**src/sv/stk_pkg.sv**
```systemverilog
// ----------------------------------------------------------------------------
// stk_pkg
// Types, register indexes, reset words and helper functions for the
// seed-to-key shift register core.
// ----------------------------------------------------------------------------
`default_nettype none

package stk_pkg;

  localparam int WORD_W      = 32;
  localparam int LEVEL_W     = 8;
  localparam int CFG_INDEX_W = 8;
  localparam int COUNT_W     = 8;

  localparam logic [CFG_INDEX_W-1:0] REG_LEVEL_ONE   = 8'd0;
  localparam logic [CFG_INDEX_W-1:0] REG_LEVEL_THREE = 8'd1;
  localparam logic [CFG_INDEX_W-1:0] REG_LEVEL_FIVE  = 8'd2;
  localparam logic [CFG_INDEX_W-1:0] REG_LEVEL_SEVEN = 8'd3;

  localparam logic [LEVEL_W-1:0] LEVEL_THREE = 8'd3;
  localparam logic [LEVEL_W-1:0] LEVEL_FIVE  = 8'd5;
  localparam logic [LEVEL_W-1:0] LEVEL_SEVEN = 8'd7;

  localparam logic [WORD_W-1:0] RST_LEVEL_ONE   = 32'h5f9e_a12a;
  localparam logic [WORD_W-1:0] RST_LEVEL_THREE = 32'hdcdf_e990;
  localparam logic [WORD_W-1:0] RST_LEVEL_FIVE  = 32'h5d9a_91ca;
  localparam logic [WORD_W-1:0] RST_LEVEL_SEVEN = 32'hdada_7a30;

  localparam logic [COUNT_W-1:0] MIX_XOR_B = 8'hA5;
  localparam logic [COUNT_W-1:0] MIX_XOR_C = 8'h5A;

  localparam int TAP_A = 29;
  localparam int TAP_B = 24;
  localparam int TAP_C = 13;
  localparam int TAP_D = 3;

  typedef struct packed {
    logic                   valid;
    logic [CFG_INDEX_W-1:0] index;
    logic [WORD_W-1:0]      data;
  } cfg_wr_t;

  typedef enum logic [3:0] {
    ST_IDLE  = 4'b0001,
    ST_LOAD  = 4'b0010,
    ST_SHIFT = 4'b0100,
    ST_FIN   = 4'b1000
  } eng_state_t;

  // step count from the constant word and the seed byte it picks
  function automatic logic [COUNT_W-1:0] step_count(input logic [WORD_W-1:0] c,
                                                    input logic [WORD_W-1:0] s);
    logic [1:0]         sel;
    logic [COUNT_W-1:0] b;
    logic [COUNT_W-1:0] d1;
    logic [COUNT_W-1:0] d2;
    logic [COUNT_W-1:0] d3;
    sel = {c[12], c[22]};
    case (sel)
      2'd0:    b = s[7:0];
      2'd1:    b = s[15:8];
      2'd2:    b = s[23:16];
      default: b = s[31:24];
    endcase
    d1 = c[10:3];
    d2 = c[30:23] ^ MIX_XOR_B;
    d3 = c[21:14] ^ MIX_XOR_C;
    return ((b ^ d1) & d2) + d3;
  endfunction

  function automatic logic [WORD_W-1:0] shift_once(input logic [WORD_W-1:0] s);
    return {s[WORD_W-2:0], s[TAP_A] ^ s[TAP_B] ^ s[TAP_C] ^ s[TAP_D]};
  endfunction

  function automatic logic [WORD_W-1:0] permute_bytes(input logic [WORD_W-1:0] s);
    return {s[15:8], s[7:0], s[23:16], s[31:24]};
  endfunction

endpackage

`default_nettype wire

```
**src/sv/stk_cfg_regs.sv**
```systemverilog
// ----------------------------------------------------------------------------
// stk_cfg_regs
// One constant word for each of four access levels, written over the
// configuration channel; selects the word for the requested level.
// ----------------------------------------------------------------------------
`default_nettype none

module stk_cfg_regs (
  input  wire logic                         clk,
  input  wire logic                         rst,
  input  wire stk_pkg::cfg_wr_t             wr,
  input  wire logic [stk_pkg::LEVEL_W-1:0]  level,
  output logic      [stk_pkg::WORD_W-1:0]   const_word
);

  logic [stk_pkg::WORD_W-1:0] c_one;
  logic [stk_pkg::WORD_W-1:0] c_three;
  logic [stk_pkg::WORD_W-1:0] c_five;
  logic [stk_pkg::WORD_W-1:0] c_seven;

  always_ff @(posedge clk) begin
    if (rst) begin
      c_one   <= stk_pkg::RST_LEVEL_ONE;
      c_three <= stk_pkg::RST_LEVEL_THREE;
      c_five  <= stk_pkg::RST_LEVEL_FIVE;
      c_seven <= stk_pkg::RST_LEVEL_SEVEN;
    end else if (wr.valid) begin
      case (wr.index)
        stk_pkg::REG_LEVEL_ONE:   c_one   <= wr.data;
        stk_pkg::REG_LEVEL_THREE: c_three <= wr.data;
        stk_pkg::REG_LEVEL_FIVE:  c_five  <= wr.data;
        stk_pkg::REG_LEVEL_SEVEN: c_seven <= wr.data;
        default: ;
      endcase
    end
  end

  // unlisted levels fall back to the level-one word
  always_comb begin
    case (level)
      stk_pkg::LEVEL_THREE: const_word = c_three;
      stk_pkg::LEVEL_FIVE:  const_word = c_five;
      stk_pkg::LEVEL_SEVEN: const_word = c_seven;
      default:              const_word = c_one;
    endcase
  end

endmodule

`default_nettype wire

```
**src/sv/stk_lfsr_engine.sv**
```systemverilog
// ----------------------------------------------------------------------------
// stk_lfsr_engine
// Sequencer around a single shift register step: loads the seed, works out
// the step count, clocks the register once per cycle, then forms the key.
// ----------------------------------------------------------------------------
`default_nettype none

module stk_lfsr_engine (
  input  wire logic                        clk,
  input  wire logic                        rst,
  input  wire logic                        start,
  input  wire logic [stk_pkg::WORD_W-1:0]  seed,
  input  wire logic [stk_pkg::WORD_W-1:0]  const_word,
  output logic                             busy,
  output logic                             done,
  output logic      [stk_pkg::WORD_W-1:0]  key
);

  stk_pkg::eng_state_t state;
  stk_pkg::eng_state_t state_next;

  logic [stk_pkg::WORD_W-1:0]  sreg;
  logic [stk_pkg::WORD_W-1:0]  cword;
  logic [stk_pkg::COUNT_W-1:0] count;
  logic [stk_pkg::WORD_W-1:0]  perm;

  assign busy = (state != stk_pkg::ST_IDLE);
  assign perm = cword[1] ? stk_pkg::permute_bytes(sreg) : sreg;

  always_comb begin
    state_next = state;
    case (state)
      stk_pkg::ST_IDLE:  if (start) state_next = stk_pkg::ST_LOAD;
      stk_pkg::ST_LOAD:  state_next = stk_pkg::ST_SHIFT;
      stk_pkg::ST_SHIFT: if (count == '0) state_next = stk_pkg::ST_FIN;
      stk_pkg::ST_FIN:   state_next = stk_pkg::ST_IDLE;
      default:           state_next = stk_pkg::ST_IDLE;
    endcase
  end

  always_ff @(posedge clk) begin
    if (rst) begin
      state <= stk_pkg::ST_IDLE;
      done  <= 1'b0;
    end else begin
      state <= state_next;
      done  <= (state == stk_pkg::ST_FIN);
    end
  end

  always_ff @(posedge clk) begin
    case (state)
      stk_pkg::ST_IDLE: begin
        if (start) begin
          sreg  <= seed;
          cword <= const_word;
        end
      end
      stk_pkg::ST_LOAD: begin
        count <= stk_pkg::step_count(cword, sreg);
      end
      stk_pkg::ST_SHIFT: begin
        if (count != '0) begin
          sreg  <= stk_pkg::shift_once(sreg);
          count <= count - 1'b1;
        end
      end
      stk_pkg::ST_FIN: begin
        key <= perm ^ cword;
      end
      default: ;
    endcase
  end

endmodule

`default_nettype wire

```
**src/sv/seed_to_key_lfsr_core.sv**
```systemverilog
// ----------------------------------------------------------------------------
// seed_to_key_lfsr_core
// Seed-to-key calculator: a 32-bit seed and an access level in, one 32-bit
// key out, via a level-selected constant and a stepped shift register.
// ----------------------------------------------------------------------------
// Usage
//   Request: drive seed and access_level with start high; the word is taken
//   at a rising edge where start is high and busy is low. busy then stays
//   high until the key is ready.
//   Result: key is valid for the single cycle in which done is high; the
//   receiver cannot stall, so it must take the word in that cycle. key
//   holds its value until the next result.
//   Sequence: after the accepting edge the engine loads, computes the step
//   count n (0..255) from the constant and the seed, shifts n times at one
//   step per cycle, then forms the key and raises done. A new request can
//   be accepted in the done cycle itself.
//   Configuration: cfg_valid/cfg_ready with cfg_index and cfg_data write the
//   four constant words (index 0..3); other indexes are ignored. cfg_ready
//   is always high. Write only while busy is low.
//   Reset: rst (synchronous) returns to idle and reloads the default words.
// ----------------------------------------------------------------------------
`default_nettype none

module seed_to_key_lfsr_core (
  input  wire logic                             clk,
  input  wire logic                             rst,
  input  wire logic                             start,
  output logic                                  busy,
  input  wire logic [stk_pkg::WORD_W-1:0]       seed,
  input  wire logic [stk_pkg::LEVEL_W-1:0]      access_level,
  output logic                                  done,
  output logic      [stk_pkg::WORD_W-1:0]       key,
  input  wire logic                             cfg_valid,
  output logic                                  cfg_ready,
  input  wire logic [stk_pkg::CFG_INDEX_W-1:0]  cfg_index,
  input  wire logic [stk_pkg::WORD_W-1:0]       cfg_data
);

  stk_pkg::cfg_wr_t           wr;
  logic [stk_pkg::WORD_W-1:0] const_word;

  assign cfg_ready = 1'b1;
  assign wr.valid  = cfg_valid & cfg_ready;
  assign wr.index  = cfg_index;
  assign wr.data   = cfg_data;

  stk_cfg_regs u_regs (
    .clk        (clk),
    .rst        (rst),
    .wr         (wr),
    .level      (access_level),
    .const_word (const_word)
  );

  stk_lfsr_engine u_engine (
    .clk        (clk),
    .rst        (rst),
    .start      (start),
    .seed       (seed),
    .const_word (const_word),
    .busy       (busy),
    .done       (done),
    .key        (key)
  );

endmodule

`default_nettype wire

```
**config.mk**
```make
export PLATFORM = sky130hd
export DESIGN_NAME = seed_to_key_lfsr_core
export DESIGN_NICKNAME = d
export VERILOG_FILES = /design/src/sv/stk_pkg.sv /design/src/sv/stk_cfg_regs.sv /design/src/sv/stk_lfsr_engine.sv /design/src/sv/seed_to_key_lfsr_core.sv
export SDC_FILE = /design/constraint.sdc
export NUM_CORES = 1
export LEC_CHECK = 0
export BUFFER_PORTS_ARGS = -buffer_cell sky130_fd_sc_hd__buf_2
export CORE_ASPECT_RATIO = 0.5
export CORE_MARGIN = 2
export CORE_UTILIZATION = 50
export CTS_CLUSTER_SIZE = 25
export DETAILED_ROUTE_END_ITERATION = 12
export PLACE_DENSITY_LB_ADDON = 0.12
export SYNTH_ARGS = -nofsm -noshare
export SYNTH_HDL_FRONTEND = slang
export SYNTH_SLANG_ARGS = --single-unit
```
**constraint.sdc**
```tcl
create_clock -name clk -period 13.2 [get_ports clk]
set_clock_uncertainty 0.05 [all_clocks]
set_input_delay 0.66 -clock clk [delete_from_list [all_inputs] [get_ports clk]]
set_output_delay 0.66 -clock clk [all_outputs]
set_load 0.005 [all_outputs]
```
==> flow_metrics.tcl <==
set metrics [dict create \
    run_status "finished clean" \
    drt_iter0_drc 808 \
    p_per_area_nw_per_um2 124 \
    tritoncts "yes" \
    cts_buffers 23 \
    firstDrtPassIters 5 \
    antenna_found_initial 0 \
    ios 119 \
    antenna_cells 0 \
    die_y_um 108 \
    reg2reg_depth 9 \
    hp-class "input port to flip-flop" \
    cts_sinks 237 \
    crit_path_end "u_engine.count[7]" \
    fin_crit_sh_pct 25.5 \
    clock-root-buffer "clkbuf_16" \
    met3_length_mm 2.42 \
    die_x_um 212 \
    synth_top_area_share_pct 28.8 \
    grt_pass1_wl_mm 44.6 \
    grt_pass1_vias 7976 \
    reg2reg_from "u_engine.cword[12]" \
    total_power_mw 1.53 \
    ys_seq_area_share_pct 53.4 \
    nets 1299 \
    synth_area_per_cell_um2 9.66 \
    synthTopCellsByArea "edfxtp_1 (29%), dfxtp_1 (25%), nand2_1 (13%)" \
    synth_flop_cell "dfxtp_1" \
    yosysWarnings 0 \
    cp.arrival_ns 3.57 \
    grt_setup_unrepaired "false" \
    overflow 0 \
    cp.required_ns 13.41 \
    hold_viol_final 0 \
    end_kind "flip-flop" \
    final_cell_area_um2 12300 \
    p_int_mw 1.17 \
    synthTopCellsByCount "nand2_1 (389), dfxtp_1 (133), edfxtp_1 (104)" \
    switching_power_mw 0.362 \
    dp.cells 1481 \
    syn_area_um2 10800 \
    period_needed_ns 3.36 \
    cts_max_path_buffers 3 \
    nFillCells 1891 \
    clockPowerShare_pct 39.7 \
    maxCapViolCount 0 \
    synth-edff-count 104 \
    irDropWorstVdd_uv 70.3 \
    synth.net_count 1215 \
    place.port_buffers 117 \
    clkTransAtPathRegs_ns 0.07 \
    post_dp_cell_area_um2 11600 \
    via_per_inst 5.57 \
    dp_hpwl_mm 18.3 \
    holdBufCountCts 0 \
    path_class "flip-flop to flip-flop" \
    slew_headroom_pct 32.8 \
    final.setup.tns_ns 0 \
    fin_cells 1521 \
    post_cts_resize_count 0 \
    drc 0 \
    start_util_pct 50.5 \
    r2r_end "u_engine.count[7]" \
    synth_cell_types 51 \
    wl_met1_mm 13.7 \
    antenna_left 0 \
    synth_seq_cells 237 \
    worstMarginPinSlew_ns 1.01 \
    syn_inst 1122 \
    max_freq_mhz 298 \
    clk_latency_ns 0.52 \
    syn_to_final_growth_pct 13.7 \
    critical_path.startpoint "u_engine.cword[12]" \
    post_drt_wl_per_cell_um 18.9 \
    row_count 38 \
    power.share.switching_pct 23.6 \
    core_region_area_um2 21400 \
    vias 8470 \
    yosysTopAreaCell "edfxtp_1" \
    routabilityCongestion 0.914 \
    setup_viol 0 \
    seqPwrFrac_pct 52.7 \
    dieArea_um2 22900 \
    drive_above_1_share_pct 17.0 \
    grt_max_degree 78 \
    p_leak_nw 5.11 \
    crit_path_start_kind "flip-flop" \
    cts_setup_buffers 0 \
    wl_met2_mm 12.4 \
    r2r_slack_ns 9.84 \
    drt_wl_total_mm 28.8 \
    async_reset_ff_share_pct 0 \
    crit_fanout 10 \
    p_comb_share_pct 7.6 \
    yosysMostFrequentCell "nand2_1" \
    drv_slew 0 \
    top_layer_used "met4" \
    grtUsageTotal_pct 25.2 \
    htreeDepth 1 \
    fin_util_pct 57.5 \
]
==> power by group through the flow <==
stage | clock network (mW) | registers [mW] | logic [mW]
after detailed placement | 0 | 0.823 | 0.117
after global placement | 0 | 0.822 | 0.115
after global routing | 0.649 | 0.809 | 0.128
after CTS | 0.618 | 0.807 | 0.117
after floorplan | 0 | 0.812 | 0.0768
final | 0.609 | 0.808 | 0.117
==> stage by stage <==
step | worst slack, ns | hold WS, ns
after floorplan | 8.82 | 0.382
after global placement | 9.92 | 0.388
after detailed placement | 9.89 | 0.396
after CTS | 9.88 | 0.335
after global routing | 9.71 | 0.339
final | 9.84 | 0.342
==> worst min-delay path by stage <==
stage,cells past startpoint,from,endpoint,slack (ns)
5_1_grt,3,cfg_data[18],u_regs.c_three[18],0.34
3_3_place_gp,2,u_regs.c_seven[10],u_regs.c_seven[10],0.39
4_1_cts,3,cfg_data[18],u_regs.c_three[18],0.34
6_report,3,cfg_data[18],u_regs.c_three[18],0.34
3_5_place_dp,2,u_regs.c_three[0],u_regs.c_three[0],0.40
2_1_floorplan,2,u_regs.c_seven[14],u_regs.c_seven[14],0.38
==> layout make-up <==
type                            instances  area [um^2]  area share (%)
Sequential cell                       237         5790            46.9
Multi-Input combinational cell        801         4740            38.5
Timing Repair Buffer                  133          708            5.75
Clock buffer                           36          634            5.15
Tap cell                              300          375            3.05
Clock inverter                          4         38.8           0.315
Inverter                               10         37.5           0.305
==> per-layer routing <==
metal	vias up	track usage (%)
li1	4000	-
met1	4131	38.7
met2	313	37.4
met3	26	4.88
met4	0	3.87
met5	-	0
==> registers in the layout, summed over array words and instances, names as in the netlist <==
signal,flops
u_engine.sreg,32
u_regs.c_one,32
u_engine.key,32
u_engine.cword,32
u_regs.c_three,32
u_engine.count,8
u_regs.c_five,32
u_engine.state,4
u_engine.done,1
u_regs.c_seven,32
==> critical path, cell delays in order, from the launching register on <==
cell,delay (ns)
edfxtp_1,0.68
mux4_1,0.63
xor2_1,0.16
and2_1,0.19
ha_1,0.31
a211oi_1,0.32
o21ai_0,0.16
a31oi_1,0.24
a211oi_1,0.08
a211o_1,0.28
==> cell families (layout without fill, tap and decap cells) <==
kind of cell	after synthesis	after routing	synth area share, %
AOI/OAI and AO/OA	154	154	8.19
adders and majority gates	9	9	1.11
and+or+nand+nor	513	513	21.7
muxes	74	74	8.26
DFF	237	237	53.4
other	1	1	0.0346
xor gates and xnor gates	50	50	4.04
buffers and inverters	84	183	3.33
==> placed cells by master (no fill, tap or decap), drive strengths merged, types with 8 or more instances in the layout <==
cell type    n
a21oi       64
a22oi       32
buf        133
clkbuf      36
dfxtp      133
edfxtp     104
ha           8
inv         12
mux2        32
mux2i       35
nand2      389
nand3b      72
nor2        14
o21ai       43
xnor2       42
xor2         8
No activity file was read; power rests on OpenSTA's default activity.
